## config.mk

```make
export PLATFORM = sky130hd
export DESIGN_NAME = bounded_array_table_engine
export DESIGN_NICKNAME = d
export VERILOG_FILES = /design/src/sv/bate_pkg.sv /design/src/sv/bate_ram.sv /design/src/sv/bate_cfg.sv /design/src/sv/bate_seq.sv /design/src/sv/bounded_array_table_engine.sv
export VERILOG_INCLUDE_DIRS = /design/src /design/src/sv
export SDC_FILE = /design/constraint.sdc
export NUM_CORES = 2
export LEC_CHECK = 0
export BUFFER_PORTS_ARGS = -buffer_cell sky130_fd_sc_hd__buf_2
export CAP_MARGIN = 20
export CELL_PAD_IN_SITES_DETAIL_PLACEMENT = 1
export CELL_PAD_IN_SITES_GLOBAL_PLACEMENT = 1
export CORE_ASPECT_RATIO = 0.7
export CORE_MARGIN = 10
export CORE_UTILIZATION = 50
export CTS_BUF_LIST = sky130_fd_sc_hd__clkbuf_4
export DETAILED_ROUTE_END_ITERATION = 6
export PLACE_DENSITY = 0.78
export SLEW_MARGIN = 30
export SYNTH_ARGS = -nofsm -noshare
export SYNTH_HDL_FRONTEND = slang
export SYNTH_SLANG_ARGS = --single-unit
```

## constraint.sdc

```tcl
create_clock -name clk_i -period 6.16 [get_ports clk_i]
set_input_delay 0.616 -clock clk_i [delete_from_list [all_inputs] [get_ports clk_i]]
set_output_delay 0.616 -clock clk_i [all_outputs]
set_load 0.01 [all_outputs]
```

## src/sv/bounded_array_table_engine_defines.svh

```systemverilog
// Assertion macros used by the table engine RTL.
`ifndef BOUNDED_ARRAY_TABLE_ENGINE_DEFINES_SVH
`define BOUNDED_ARRAY_TABLE_ENGINE_DEFINES_SVH
`ifndef NO_ASSERTIONS
`define BATE_ASSERT(lbl, clk, rst_n, prop) \
  lbl: assert property (@(posedge clk) disable iff (!rst_n) prop) \
    else $error("table engine assertion failed");
`define BATE_ASSERT_NEXT(lbl, clk, rst_n, ante, cons) \
  lbl: assert property (@(posedge clk) disable iff (!rst_n) (ante) |=> (cons)) \
    else $error("table engine assertion failed");
`else
`define BATE_ASSERT(lbl, clk, rst_n, prop)
`define BATE_ASSERT_NEXT(lbl, clk, rst_n, ante, cons)
`endif
`endif

```

## src/sv/bate_pkg.sv

```systemverilog
// Types, constants and helper functions of the table engine.
`default_nettype none

package bate_pkg;

  localparam int DEPTH  = 64;
  localparam int IDX_W  = $clog2(DEPTH);
  localparam int CNT_W  = $clog2(DEPTH + 1);
  localparam int DATA_W = 32;
  localparam int CMD_W  = 3;
  localparam int CAP_W  = 7;
  localparam int ADDR_W = 3;

  localparam logic [CAP_W-1:0]  CAP_RESET = CAP_W'(64);
  localparam logic [DATA_W-1:0] NEG_ONE   = '1;

  typedef enum logic [CMD_W-1:0] {
    CMD_READ      = 3'd0,
    CMD_OVERWRITE = 3'd1,
    CMD_APPEND    = 3'd2,
    CMD_REMOVE    = 3'd3,
    CMD_SEARCH    = 3'd4,
    CMD_SWAP      = 3'd5,
    CMD_FILL      = 3'd6
  } cmd_e;

  typedef enum logic [3:0] {
    S_IDLE,
    S_READ,
    S_READ_WAIT,
    S_WRITE,
    S_APPEND,
    S_SHIFT,
    S_SEARCH,
    S_SW_RA,
    S_SW_RB,
    S_SW_WA,
    S_SW_WB,
    S_FILL,
    S_DONE
  } state_e;

  typedef struct packed {
    logic              we;
    logic [IDX_W-1:0]  waddr;
    logic [DATA_W-1:0] wdata;
    logic              re;
    logic [IDX_W-1:0]  raddr;
  } ram_req_t;

  // Zero capacity acts as two; anything above the table depth saturates.
  function automatic logic [CNT_W-1:0] eff_cap(input logic [CAP_W-1:0] raw);
    logic [31:0] w;
    w = 32'(raw);
    if (w == 32'd0) begin
      w = 32'd2;
    end
    if (w > 32'(DEPTH)) begin
      w = 32'(DEPTH);
    end
    return CNT_W'(w);
  endfunction

endpackage

`default_nettype wire

```

## src/sv/bate_ram.sv

```systemverilog
// Generic single-write, single-read synchronous RAM with registered read data.
`default_nettype none

module bate_ram #(
  parameter int DATA_W = 32,
  parameter int ADDR_W = 6
) (
  input  logic              clk_i,
  input  logic              we_i,
  input  logic [ADDR_W-1:0] waddr_i,
  input  logic [DATA_W-1:0] wdata_i,
  input  logic              re_i,
  input  logic [ADDR_W-1:0] raddr_i,
  output logic [DATA_W-1:0] rdata_o
);

  logic [DATA_W-1:0] mem [2**ADDR_W];
  logic [DATA_W-1:0] rdata_q;

  always_ff @(posedge clk_i) begin
    if (we_i) begin
      mem[waddr_i] <= wdata_i;
    end
  end

  // Read data holds until the next read.
  always_ff @(posedge clk_i) begin
    if (re_i) begin
      rdata_q <= mem[raddr_i];
    end
  end

  assign rdata_o = rdata_q;

endmodule

`default_nettype wire

```

## src/sv/bate_cfg.sv

```systemverilog
// APB register block holding the capacity limit.
`default_nettype none

module bate_cfg (
  input  logic                         clk_i,
  input  logic                         rst_ni,
  input  logic                         psel,
  input  logic                         penable,
  input  logic                         pwrite,
  input  logic [bate_pkg::ADDR_W-1:0]  paddr,
  input  logic [31:0]                  pwdata,
  output logic [31:0]                  prdata,
  output logic                         pready,
  output logic [bate_pkg::CNT_W-1:0]   cap_o
);

  logic [bate_pkg::CAP_W-1:0] cap_q;
  logic [bate_pkg::CAP_W-1:0] cap_d;
  logic                       reg_hit;

  // Only the word at byte address zero is backed; byte offsets are ignored.
  assign reg_hit = (paddr[2] == 1'b0);

  always_comb begin
    cap_d = cap_q;
    if (psel && penable && pwrite && reg_hit) begin
      cap_d = pwdata[bate_pkg::CAP_W-1:0];
    end
  end

  always_ff @(posedge clk_i or negedge rst_ni) begin
    if (!rst_ni) begin
      cap_q <= bate_pkg::CAP_RESET;
    end else begin
      cap_q <= cap_d;
    end
  end

  assign prdata = reg_hit ? {{(32-bate_pkg::CAP_W){1'b0}}, cap_q} : 32'd0;
  assign pready = 1'b1;
  assign cap_o  = bate_pkg::eff_cap(cap_q);

endmodule

`default_nettype wire

```

## src/sv/bate_seq.sv

```systemverilog
// Command sequencer: decodes a transaction and walks the entry memory.
`default_nettype none
`include "bounded_array_table_engine_defines.svh"

module bate_seq (
  input  logic                          clk_i,
  input  logic                          rst_ni,
  input  logic                          in_valid_i,
  output logic                          in_stall_o,
  input  logic [bate_pkg::CMD_W-1:0]    command_i,
  input  logic [bate_pkg::IDX_W-1:0]    index_a_i,
  input  logic [bate_pkg::IDX_W-1:0]    index_b_i,
  input  logic [bate_pkg::DATA_W-1:0]   value_i,
  output logic                          out_valid_o,
  input  logic                          out_stall_i,
  output logic [bate_pkg::DATA_W-1:0]   out_res_o,
  output logic                          out_err_o,
  output logic [bate_pkg::CNT_W-1:0]    out_count_o,
  output logic                          out_empty_o,
  output logic                          out_full_o,
  input  logic [bate_pkg::CNT_W-1:0]    cap_i,
  output bate_pkg::ram_req_t            ram_req_o,
  input  logic [bate_pkg::DATA_W-1:0]   ram_rdata_i
);

  localparam int CNT_W  = bate_pkg::CNT_W;
  localparam int IDX_W  = bate_pkg::IDX_W;
  localparam int DATA_W = bate_pkg::DATA_W;

  bate_pkg::state_e state_q, state_d, start_state;

  logic [IDX_W-1:0]  ia_q, ia_d, ib_q, ib_d;
  logic [DATA_W-1:0] val_q, val_d, tmp_q, tmp_d;
  logic [DATA_W-1:0] res_q, res_d, res_init;
  logic              err_q, err_d;
  logic [CNT_W-1:0]  count_q, count_d, ptr_q, ptr_d, start_ptr;
  logic              pend_q, pend_d;
  logic              out_valid_q, out_valid_d;
  logic [DATA_W-1:0] out_res_q, out_res_d;
  logic              out_err_q, out_err_d;
  logic [CNT_W-1:0]  out_count_q, out_count_d;
  logic              out_empty_q, out_empty_d, out_full_q, out_full_d;

  logic [CNT_W-1:0]  ia_ext, ib_ext, wb_ptr, hit_ptr;
  logic              ok_a, ok_b, cmd_ok, rd_go, hit, walk_end, out_free;

  assign ia_ext   = {1'b0, index_a_i};
  assign ib_ext   = {1'b0, index_b_i};
  assign ok_a     = (ia_ext < count_q) && (ia_ext < cap_i);
  assign ok_b     = (ib_ext < count_q) && (ib_ext < cap_i);
  assign rd_go    = (ptr_q < count_q);
  assign hit      = pend_q && (ram_rdata_i == val_q);
  assign walk_end = !rd_go && !pend_q;
  assign wb_ptr   = ptr_q - CNT_W'(2);
  assign hit_ptr  = ptr_q - CNT_W'(1);
  assign out_free = !out_valid_q || !out_stall_i;

  // Command decode: the first state, the walk start and the preset result.
  always_comb begin
    cmd_ok      = 1'b0;
    start_state = bate_pkg::S_DONE;
    start_ptr   = '0;
    unique case (bate_pkg::cmd_e'(command_i))
      bate_pkg::CMD_READ: begin
        cmd_ok      = ok_a;
        start_state = ok_a ? bate_pkg::S_READ : bate_pkg::S_DONE;
      end
      bate_pkg::CMD_OVERWRITE: begin
        cmd_ok      = ok_a;
        start_state = ok_a ? bate_pkg::S_WRITE : bate_pkg::S_DONE;
      end
      bate_pkg::CMD_APPEND: begin
        cmd_ok      = (count_q < cap_i);
        start_state = cmd_ok ? bate_pkg::S_APPEND : bate_pkg::S_DONE;
      end
      bate_pkg::CMD_REMOVE: begin
        cmd_ok      = ok_a;
        start_state = ok_a ? bate_pkg::S_SHIFT : bate_pkg::S_DONE;
        start_ptr   = ia_ext + CNT_W'(1);
      end
      bate_pkg::CMD_SEARCH: begin
        cmd_ok      = 1'b1;
        start_state = bate_pkg::S_SEARCH;
      end
      bate_pkg::CMD_SWAP: begin
        cmd_ok      = ok_a && ok_b;
        start_state = cmd_ok ? bate_pkg::S_SW_RA : bate_pkg::S_DONE;
      end
      bate_pkg::CMD_FILL: begin
        cmd_ok      = 1'b1;
        start_state = bate_pkg::S_FILL;
      end
      default: begin
        cmd_ok      = 1'b0;
        start_state = bate_pkg::S_DONE;
      end
    endcase
    // A rejected command reads as all ones; a search starts as a miss and is overwritten on a hit.
    if (!cmd_ok || (bate_pkg::cmd_e'(command_i) == bate_pkg::CMD_SEARCH)) begin
      res_init = bate_pkg::NEG_ONE;
    end else begin
      res_init = '0;
    end
  end

  // Next state.
  always_comb begin
    state_d = state_q;
    unique case (state_q)
      bate_pkg::S_IDLE:      if (in_valid_i) state_d = start_state;
      bate_pkg::S_READ:      state_d = bate_pkg::S_READ_WAIT;
      bate_pkg::S_READ_WAIT: state_d = bate_pkg::S_DONE;
      bate_pkg::S_WRITE:     state_d = bate_pkg::S_DONE;
      bate_pkg::S_APPEND:    state_d = bate_pkg::S_DONE;
      bate_pkg::S_SHIFT:     if (walk_end) state_d = bate_pkg::S_DONE;
      bate_pkg::S_SEARCH:    if (hit || walk_end) state_d = bate_pkg::S_DONE;
      bate_pkg::S_SW_RA:     state_d = bate_pkg::S_SW_RB;
      bate_pkg::S_SW_RB:     state_d = bate_pkg::S_SW_WA;
      bate_pkg::S_SW_WA:     state_d = bate_pkg::S_SW_WB;
      bate_pkg::S_SW_WB:     state_d = bate_pkg::S_DONE;
      bate_pkg::S_FILL:      if (!rd_go) state_d = bate_pkg::S_DONE;
      bate_pkg::S_DONE:      if (out_free) state_d = bate_pkg::S_IDLE;
      default:               state_d = bate_pkg::S_IDLE;
    endcase
  end

  // Memory requests and datapath.
  always_comb begin
    ia_d        = ia_q;
    ib_d        = ib_q;
    val_d       = val_q;
    tmp_d       = tmp_q;
    res_d       = res_q;
    err_d       = err_q;
    count_d     = count_q;
    ptr_d       = ptr_q;
    pend_d      = 1'b0;
    out_valid_d = out_valid_q && out_stall_i;
    out_res_d   = out_res_q;
    out_err_d   = out_err_q;
    out_count_d = out_count_q;
    out_empty_d = out_empty_q;
    out_full_d  = out_full_q;
    ram_req_o   = '0;
    unique case (state_q)
      bate_pkg::S_IDLE: begin
        if (in_valid_i) begin
          ia_d  = index_a_i;
          ib_d  = index_b_i;
          val_d = value_i;
          ptr_d = start_ptr;
          res_d = res_init;
          err_d = !cmd_ok;
        end
      end
      bate_pkg::S_READ: begin
        ram_req_o.re    = 1'b1;
        ram_req_o.raddr = ia_q;
      end
      bate_pkg::S_READ_WAIT: begin
        res_d = ram_rdata_i;
      end
      bate_pkg::S_WRITE: begin
        ram_req_o.we    = 1'b1;
        ram_req_o.waddr = ia_q;
        ram_req_o.wdata = val_q;
      end
      bate_pkg::S_APPEND: begin
        ram_req_o.we    = 1'b1;
        ram_req_o.waddr = count_q[IDX_W-1:0];
        ram_req_o.wdata = val_q;
        count_d         = count_q + CNT_W'(1);
      end
      bate_pkg::S_SHIFT: begin
        // Read entry ptr while the entry read in the previous cycle lands one slot lower.
        ram_req_o.re    = rd_go;
        ram_req_o.raddr = ptr_q[IDX_W-1:0];
        pend_d          = rd_go;
        if (rd_go) begin
          ptr_d = ptr_q + CNT_W'(1);
        end
        if (pend_q) begin
          ram_req_o.we    = 1'b1;
          ram_req_o.waddr = wb_ptr[IDX_W-1:0];
          ram_req_o.wdata = ram_rdata_i;
        end
        if (walk_end) begin
          count_d = count_q - CNT_W'(1);
        end
      end
      bate_pkg::S_SEARCH: begin
        ram_req_o.re    = rd_go;
        ram_req_o.raddr = ptr_q[IDX_W-1:0];
        pend_d          = rd_go && !hit;
        if (rd_go) begin
          ptr_d = ptr_q + CNT_W'(1);
        end
        if (hit) begin
          res_d = {{(DATA_W-CNT_W){1'b0}}, hit_ptr};
        end
      end
      bate_pkg::S_SW_RA: begin
        ram_req_o.re    = 1'b1;
        ram_req_o.raddr = ia_q;
      end
      bate_pkg::S_SW_RB: begin
        ram_req_o.re    = 1'b1;
        ram_req_o.raddr = ib_q;
        tmp_d           = ram_rdata_i;
      end
      bate_pkg::S_SW_WA: begin
        ram_req_o.we    = 1'b1;
        ram_req_o.waddr = ia_q;
        ram_req_o.wdata = ram_rdata_i;
      end
      bate_pkg::S_SW_WB: begin
        ram_req_o.we    = 1'b1;
        ram_req_o.waddr = ib_q;
        ram_req_o.wdata = tmp_q;
      end
      bate_pkg::S_FILL: begin
        if (rd_go) begin
          ram_req_o.we    = 1'b1;
          ram_req_o.waddr = ptr_q[IDX_W-1:0];
          ram_req_o.wdata = val_q;
          ptr_d           = ptr_q + CNT_W'(1);
        end
      end
      bate_pkg::S_DONE: begin
        if (out_free) begin
          out_valid_d = 1'b1;
          out_res_d   = res_q;
          out_err_d   = err_q;
          out_count_d = count_q;
          out_empty_d = (count_q == '0);
          out_full_d  = (count_q >= cap_i);
        end
      end
      default: begin
        pend_d = 1'b0;
      end
    endcase
  end

  always_ff @(posedge clk_i or negedge rst_ni) begin
    if (!rst_ni) begin
      state_q     <= bate_pkg::S_IDLE;
      count_q     <= '0;
      pend_q      <= 1'b0;
      out_valid_q <= 1'b0;
    end else begin
      state_q     <= state_d;
      count_q     <= count_d;
      pend_q      <= pend_d;
      out_valid_q <= out_valid_d;
    end
  end

  always_ff @(posedge clk_i) begin
    ia_q        <= ia_d;
    ib_q        <= ib_d;
    val_q       <= val_d;
    tmp_q       <= tmp_d;
    res_q       <= res_d;
    err_q       <= err_d;
    ptr_q       <= ptr_d;
    out_res_q   <= out_res_d;
    out_err_q   <= out_err_d;
    out_count_q <= out_count_d;
    out_empty_q <= out_empty_d;
    out_full_q  <= out_full_d;
  end

  assign in_stall_o  = (state_q != bate_pkg::S_IDLE);
  assign out_valid_o = out_valid_q;
  assign out_res_o   = out_res_q;
  assign out_err_o   = out_err_q;
  assign out_count_o = out_count_q;
  assign out_empty_o = out_empty_q;
  assign out_full_o  = out_full_q;

  `BATE_ASSERT(a_count_step, clk_i, rst_ni, (count_q != $past(count_q)) |-> ((count_q == $past(count_q) + bate_pkg::CNT_W'(1)) || (count_q == $past(count_q) - bate_pkg::CNT_W'(1))))
  `BATE_ASSERT(a_idle_no_write, clk_i, rst_ni, (state_q == bate_pkg::S_IDLE) |-> !ram_req_o.we)
  `BATE_ASSERT(a_write_in_range, clk_i, rst_ni, ram_req_o.we |-> ({1'b0, ram_req_o.waddr} <= count_q))
  `BATE_ASSERT(a_port_split, clk_i, rst_ni, (ram_req_o.we && ram_req_o.re) |-> (ram_req_o.waddr != ram_req_o.raddr))
  `BATE_ASSERT_NEXT(a_done_loads, clk_i, rst_ni, (state_q == bate_pkg::S_DONE) && !out_valid_q, out_valid_q && (state_q == bate_pkg::S_IDLE))

endmodule

`default_nettype wire

```

## src/sv/bounded_array_table_engine.sv

```systemverilog
// Top level of the bounded table engine: register block, sequencer and entry memory.
//
//   channel   direction  handshake                     payload
//   input     in         in_valid_i / in_stall_o       command_i, index_a_i, index_b_i, value_i
//   result    out        out_valid_o / out_stall_i     result_value_o, error_flag_o,
//                                                      entry_count_o, table_empty_o, is_full_o
//   config    in         psel, penable, pwrite, pready capacity_limit at byte address 0
//
// One transaction is worked at a time; the entry memory, with one write and one read
// port, sets the pace. Fill, remove and search walk the entries one by one, a search
// stops at its first hit, and a rejected command goes straight to its result. The next
// transaction is taken once the result sits in the output register, even while it
// waits to be taken. Reset clears the count; the memory needs no clearing.
`default_nettype none

module bounded_array_table_engine (
  input  logic                                 clk_i,
  input  logic                                 rst_ni,
  input  logic                                 in_valid_i,
  output logic                                 in_stall_o,
  input  logic [bate_pkg::CMD_W-1:0]           command_i,
  input  logic [bate_pkg::IDX_W-1:0]           index_a_i,
  input  logic [bate_pkg::IDX_W-1:0]           index_b_i,
  input  logic signed [bate_pkg::DATA_W-1:0]   value_i,
  output logic                                 out_valid_o,
  input  logic                                 out_stall_i,
  output logic signed [bate_pkg::DATA_W-1:0]   result_value_o,
  output logic                                 error_flag_o,
  output logic [bate_pkg::CNT_W-1:0]           entry_count_o,
  output logic                                 table_empty_o,
  output logic                                 is_full_o,
  input  logic                                 psel,
  input  logic                                 penable,
  input  logic                                 pwrite,
  input  logic [bate_pkg::ADDR_W-1:0]          paddr,
  input  logic [31:0]                          pwdata,
  output logic [31:0]                          prdata,
  output logic                                 pready
);

  logic [bate_pkg::CNT_W-1:0]  cap;
  bate_pkg::ram_req_t          ram_req;
  logic [bate_pkg::DATA_W-1:0] ram_rdata;
  logic [bate_pkg::DATA_W-1:0] res_raw;

  bate_cfg u_cfg (
    .clk_i   (clk_i),
    .rst_ni  (rst_ni),
    .psel    (psel),
    .penable (penable),
    .pwrite  (pwrite),
    .paddr   (paddr),
    .pwdata  (pwdata),
    .prdata  (prdata),
    .pready  (pready),
    .cap_o   (cap)
  );

  bate_seq u_seq (
    .clk_i       (clk_i),
    .rst_ni      (rst_ni),
    .in_valid_i  (in_valid_i),
    .in_stall_o  (in_stall_o),
    .command_i   (command_i),
    .index_a_i   (index_a_i),
    .index_b_i   (index_b_i),
    .value_i     (value_i),
    .out_valid_o (out_valid_o),
    .out_stall_i (out_stall_i),
    .out_res_o   (res_raw),
    .out_err_o   (error_flag_o),
    .out_count_o (entry_count_o),
    .out_empty_o (table_empty_o),
    .out_full_o  (is_full_o),
    .cap_i       (cap),
    .ram_req_o   (ram_req),
    .ram_rdata_i (ram_rdata)
  );

  bate_ram #(
    .DATA_W (bate_pkg::DATA_W),
    .ADDR_W (bate_pkg::IDX_W)
  ) u_ram (
    .clk_i   (clk_i),
    .we_i    (ram_req.we),
    .waddr_i (ram_req.waddr),
    .wdata_i (ram_req.wdata),
    .re_i    (ram_req.re),
    .raddr_i (ram_req.raddr),
    .rdata_o (ram_rdata)
  );

  assign result_value_o = $signed(res_raw);

endmodule

`default_nettype wire

```

==> Word-level counts from Yosys, hierarchy flattened <==
Memory sizes are Yosys's and may differ from the RTL's. A register that Yosys moved wholly into a read port is not among the register bits.
Cells that the tools add are included.
{ "word_totals": {"mem_bits_rw": 2048, "output_inout_bits": 77, "mem_count": 1, "in_bits": 89, "elab_cells": 133, "ff_bits": 178} }
{ "op_classes": {"n_mux": 35, "reduce_logical": 39, "n_bitwise": 1, "eq_ne": 26, "n_lt_le_gt_ge": 8, "add_sub_neg": 6} }
{ "memory_table": {"columns": ["memory", "depth", "width", "rd", "rd_ports_with_merged_regs", "write_ports", "line", "source"], "rows": [
  ["u_ram.mem", 64, 32, 1, 1, 1, "bate_ram.sv:17", "logic [DATA_W-1:0] mem [2**ADDR_W];"]
]} }
{ "ops": {"columns": ["cell", "n"], "rows": [
  ["$pmux W39 S6", 1],
  ["$mux W32", 3],
  ["$pmux W32 S3", 1],
  ["$mux W39", 2],
  ["$mux W7", 7],
  ["$mux W4", 10],
  ["$pmux W4 S10", 1],
  ["$eq A32 B32 Y1", 1],
  ["$lt A6 B7 Y1", 4],
  ["$pmux W4 S7", 1],
  ["$pmux W7 S2", 2],
  ["$pmux W7 S3", 1],
  ["$eq A4 B4 Y1 const B", 5],
  ["$eq A4 B3 Y1 const B", 4],
  ["$add A7 B1 Y7 const B", 2],
  ["$logic_not A7 Y1", 2],
  ["$lt A7 B7 Y1", 2],
  ["$sub A7 B1 Y7 const B", 2],
  ["$logic_and A1 B1 Y1", 10],
  ["$ne A2 B1 Y1 const B", 5],
  ["$eq A3 B3 Y1 const B", 3],
  ["$eq A4 B2 Y1 const B", 2],
  ["$add A6 B1 Y7 const B", 1],
  ["$ge A7 B7 Y1", 1],
  ["other kinds (23)", 42]
]} }

==> Logic depth before layout (Yosys ltp) <==
{ "depth": {"ltp_word": 13, "mapped_depth": 14, "depth_no_buf": 12} }

==> Cells and area by module <==
A second synthesis with hierarchy kept.
{ "hier_totals": {"hier_cells": 4069, "hier_area_um2": 87903.1} }
{ "by_module_without_submodules": {"columns": ["mod", "cells_each", "instances", "area_each_um2", "seq_area_each_um2"], "rows": [
  ["bate_ram", 3324, 1, 78835.6, 62459.9],
  ["bate_seq", 686, 1, 8460.6, 5069.9],
  ["bate_cfg", 59, 1, 606.8, 176.4]
]} }

==> Worst setup path after synthesis <==
Ideal clock, no wire load.
{ "synth_timing": {"path_kind": "flip-flop to flip-flop", "start": "register u_seq.ptr_q[1]", "end": "memory u_ram.mem[15][0], enable pin", "setup_ns": 0.513, "path_stages_with_launch": 11, "period_less_slack_ns": 6.125, "required_ns": 5.647, "arrival_time_ns": 5.612, "slack_ns": 0.035, "n_path_buf": 2, "path_cell_list": "edfxtp_1 -> ha_1 -> a21o_1 -> a21oi_2 -> o21ai_2 -> a211oi_2 -> buf_4 -> a21oi_2 -> buf_6 -> a211oi_1 -> nor4b_1"} }
{ "synth_via": {"elab_chain_cells": 5, "elab_cells_between_ends": 7, "cone_classes": "add/sub: 1; order compare: 1; mux: 5"} }
{ "synth_rtl": {"columns": ["item", "line", "source"], "rows": [
  ["start, declared", "bate_seq.sv:36", "logic [CNT_W-1:0] count_q, count_d, ptr_q, ptr_d, start_ptr;"],
  ["start signal, assigned", "bate_seq.sv:266", "ptr_q <= ptr_d;"],
  ["$lt A7 B7 Y1", "bate_seq.sv:51", "assign rd_go = (ptr_q < count_q);"],
  ["$mux W39", "bate_seq.sv:222", "if (rd_go) begin"],
  ["$pmux W39 S6 *", "bate_seq.sv:145", "unique case (state_q)"],
  ["$mux W1", "bate_ram.sv:21", "if (we_i) begin"],
  ["$mux W1 (not written as such)", "bate_ram.sv:22", "mem[waddr_i] <= wdata_i;"],
  ["end, declared", "bate_ram.sv:17", null]
]} }
Mark *: on every way between the ends. The rest lies on a longest branch, timed or not.

==> Final worst setup path <==
{ "layout_timing": {"start": "register u_seq.count_q[1]", "end": "memory u_ram.mem[6][22], enable pin"} }
{ "layout_via": {"elab_chain_cells": 5} }
{ "layout_rtl": {"columns": ["item", "line", "source"], "rows": [
  ["start, declared", "bate_seq.sv:36", null],
  ["start signal, assigned", "bate_seq.sv:253", "count_q <= count_d;"],
  ["$lt A7 B7 Y1", "bate_seq.sv:51", null],
  ["$mux W39", "bate_seq.sv:222", null],
  ["$pmux W39 S6 *", "bate_seq.sv:145", null],
  ["$mux W1", "bate_ram.sv:21", null],
  ["$mux W1 (not written as such)", "bate_ram.sv:22", null]
]} }
Marked as above.

==> results.toml <==
[setup_path]
arrival_ns = 6.00
critPathRequiredTime_ns = 7.10
regToRegSetupSlack_ns = 1.09
path_class = "flop to flop"
cp_max_fo = 21
worstReg2RegEnd = "u_ram.mem[6][22]"
start_kind = "flop"
end_kind = "flop"
r2r_cells = 10
r2r-start = "u_seq.count_q[1]"

[synthesis]
yosysSeqAreaShare = 0.757
synth.cells.most_frequent = "edfxtp_1 (2,238), nand2_1 (1,618), nand3_1 (509)"
yosysTopAreaCell = "edfxtp_1"
synth.distinct_cells = 75
syn_avg_cell_area_sq_um = 14.4
syn_inst = 6207
synthTopCellsByArea = "edfxtp_1 (75%), nand2_1 (6.8%), mux2i_1 (3.0%)"
syn_area_sq_um = 89400
netlist.area_leader.share = 0.752
synth-async-reset-ratio = 0.00886
synth_edf_count = 2238
synth_ff_type = "edfxtp_1"
synth.most_common_cell = "edfxtp_1"
synth_warnings = 0
ys_seq_elements = 2258

[detailed_routing]
routed_wl_um = 289000
num_vias = 60091
highest_layer = "met5"
via_per_inst = 6.31
drc = 0
wl_met3_um = 30900
first_pass_iters = 6
dr.first_iter.drc_count = 9068
ant_nets = 0
post_drt_wl_per_cell_um = 30.4
wl_met2_um = 134000
wl_met1_um = 113000

[floorplan]
core_area_sq_um = 177000
start_util = 0.504
dieArea_sq_um = 196000
io_pins = 166
die_h_um = 374
rows = 129
die_w_um = 525

[cells_and_area]
area_growth_pct = 13.6
fin_area_sq_um = 102000
seqCellArea_sq_um = 67700
drive_gt1_frac = 0.183
multi_input_area_sq_um = 20400
instances_no_fill = 9519
fill_cells = 17078
nNetsFinal = 6938

[status]
status = "finished clean"

[power]
power.internal_mw = 31.4
ir_worst_vdd_mv = 0.356
p_leak_nw = 36.0
power.switching_mw = 19.7
cellPowerDensity_nw_per_um2 = 503
combinationalPowerShare = 0.339
p_clk_frac = 0.245
swShare = 0.385
p_seq_frac = 0.416

[clock_tree]
cts.sinks = 2258
cts_root_buf = "clkbuf_4"
path_clk_slew_ns = 0.07
cts_tree = "done"
clkLatencyLatePin_ns = 1.42
clockBufferDepth = 4
htree_num_levels = 6
cts_setup_buffers = 0
cts_inserted_buffers = 551

[placement]
port_buffers = 112
gp_congestion = 0.918
placed_cell_area_sq_um = 93700
hpwlAfterDp_um = 160000
dp_slack_ns = 1.24
dp_cells = 8503

[global_route]
grt_max_degree = 138
grt_usage = 0.283
grt_pass1_wl_um = 417000
antenna_found_initial = 10
gr-total-overflow = 0
grt_pass1_vias = 63267

[timing]
skew_ns = 0.130
worst_pin_slew_ns = 1.01
hold_viol_final = 0
rsz0062_at_grt = "false"
setup_ws_ns = 1.09
slew_violations = 0
final-setup-viol-count = 0
finalCritPeriodShare = 0.822
relSlewSlack = 0.318
fin_setup_tns_ns = 0
fin_crit_ns = 5.07
fmax_mhz = 197

[job]
drv_cap = 0

[hold_path]
hold_path_depth = 2
hp-start = "index_a_i[0]"
hold_path_end = "u_seq.ia_q[0]"
min_path_type = "input port to flop"
cells by family (layout without fill, tap and decap cells):
group                      Yosys count  after routing  synth area share
buffers and inverters              433           1347            0.0227
adders and majority gates           45             45           0.00638
muxes                              311            311            0.0354
AOI/OAI and AO/OA                  731            731            0.0604
and+or+nand+nor                   2371           2371             0.112
other                                2             42         0.0000840
xor gates and xnor gates            56             56           0.00549
DFF                               2258           2258             0.757
cell usage in the layout (no fill, tap or decap), types with 11 or more instances in the layout:
master         count
nor3_2            33
a21o_1            29
nor2b_1           13
inv_2             14
a21oi_1           45
diode_2           16
buf_12            38
buf_4            170
o21ai_0           18
dfrtp_1           19
a31oi_1          252
ha_1              44
a32oi_1          250
nand4_1           12
mux2i_1          270
xor2_1            14
dlygate4sd3_1    105
inv_1             22
a21o_4            17
clkinv_1          78
nor2_1            32
buf_2            115
clkbuf_4         781
bufinv_16         12
a22o_1            33
nand3_1          509
xnor2_1           42
conb_1            26
nand2b_1          11
edfxtp_1        2238
nor2_4            19
nor4_1            77
mux2_2            40
nand2_1         1614
sequential cells by signal, indices dropped and copies added, names as in the netlist, 4 cells and up:
register,flops
u_seq.out_count_o,7
u_seq.val_q,32
u_seq.out_res_o,32
u_seq.state_q,4
u_cfg.cap_q,7
u_seq.tmp_q,32
u_seq.ptr_q,7
u_seq.ib_q,6
u_ram.rdata_o,32
u_ram.mem,2048
u_seq.res_q,32
u_seq.count_q,7
u_seq.ia_q,6
critical path: stages (launching register included):
cell and delay [ns]:
dfrtp_1 0.46, inv_1 0.25, ha_1 0.29, a21o_1 0.17
a21oi_2 0.14, o21ai_2 0.09, a211oi_2 0.79, a211oi_2 0.30
or4_4 0.75, nor3_4 0.81, buf_4 0.54
stage by stage:
step,total power [mW],hold WS (ns),util
6_report,51.1,0.104,0.573
5_1_grt,52.9,0.0680,0.573
4_1_cts,50.5,0.0177,0.572
3_5_place_dp,38.1,0.407,0.529
3_3_place_gp,37.1,0.405,0.528
2_1_floorplan,30.8,0.320,-
timing repair:
action                                  4_1_cts  5_1_grt
endpoints found under the setup margin        0        0
resized for setup                             0        0
hold buffers                                106        0
endpoints found under the hold margin       133        0
worst max path at each step:
| stage | startpoint | end | slack (ns) |
|---|---|---|---|
| floorplan | u_seq.ptr_q[1] | u_ram.mem[15][0] | 0.04 |
| global placement | u_seq.count_q[1] | u_ram.mem[23][14] | 1.25 |
| detailed placement | u_seq.count_q[1] | u_ram.mem[30][2] | 1.24 |
| CTS | u_seq.count_q[1] | u_ram.mem[30][14] | 1.12 |
| global route | u_seq.count_q[1] | u_ram.mem[6][22] | 0.98 |
| finish | u_seq.count_q[1] | u_ram.mem[6][22] | 1.09 |
metal layers:
layer | global-route usage | vias to the layer above
met5 | 0 | -
met4 | 0.118 | 4
met3 | 0.0647 | 732
met2 | 0.442 | 3898
met1 | 0.384 | 30557
li1 | - | 24900
final cells by class:
class | count | area share
timing repair buffer | 429 | 0.0362
inverter | 24 | 0.000887
multi-input combinational | 3540 | 0.201
antenna | 16 | 0.000394
sequential | 2258 | 0.667
clock inverter | 113 | 0.00766
tap | 2358 | 0.0291
clock buffer | 781 | 0.0577
power groups by stage:
| stage | clock [mW] | sequential [mW] | combinational [mW] |
|---|---|---|---|
| after floorplan | 0 | 21.3 | 9.53 |
| after global placement | 0 | 21.4 | 15.7 |
| after detailed placement | 0 | 21.5 | 16.6 |
| after CTS | 12.5 | 21.2 | 16.8 |
| after global routing | 13.4 | 21.3 | 18.2 |
| final | 12.5 | 21.3 | 17.3 |
Note: power is estimated with default switching activity, not from simulation.
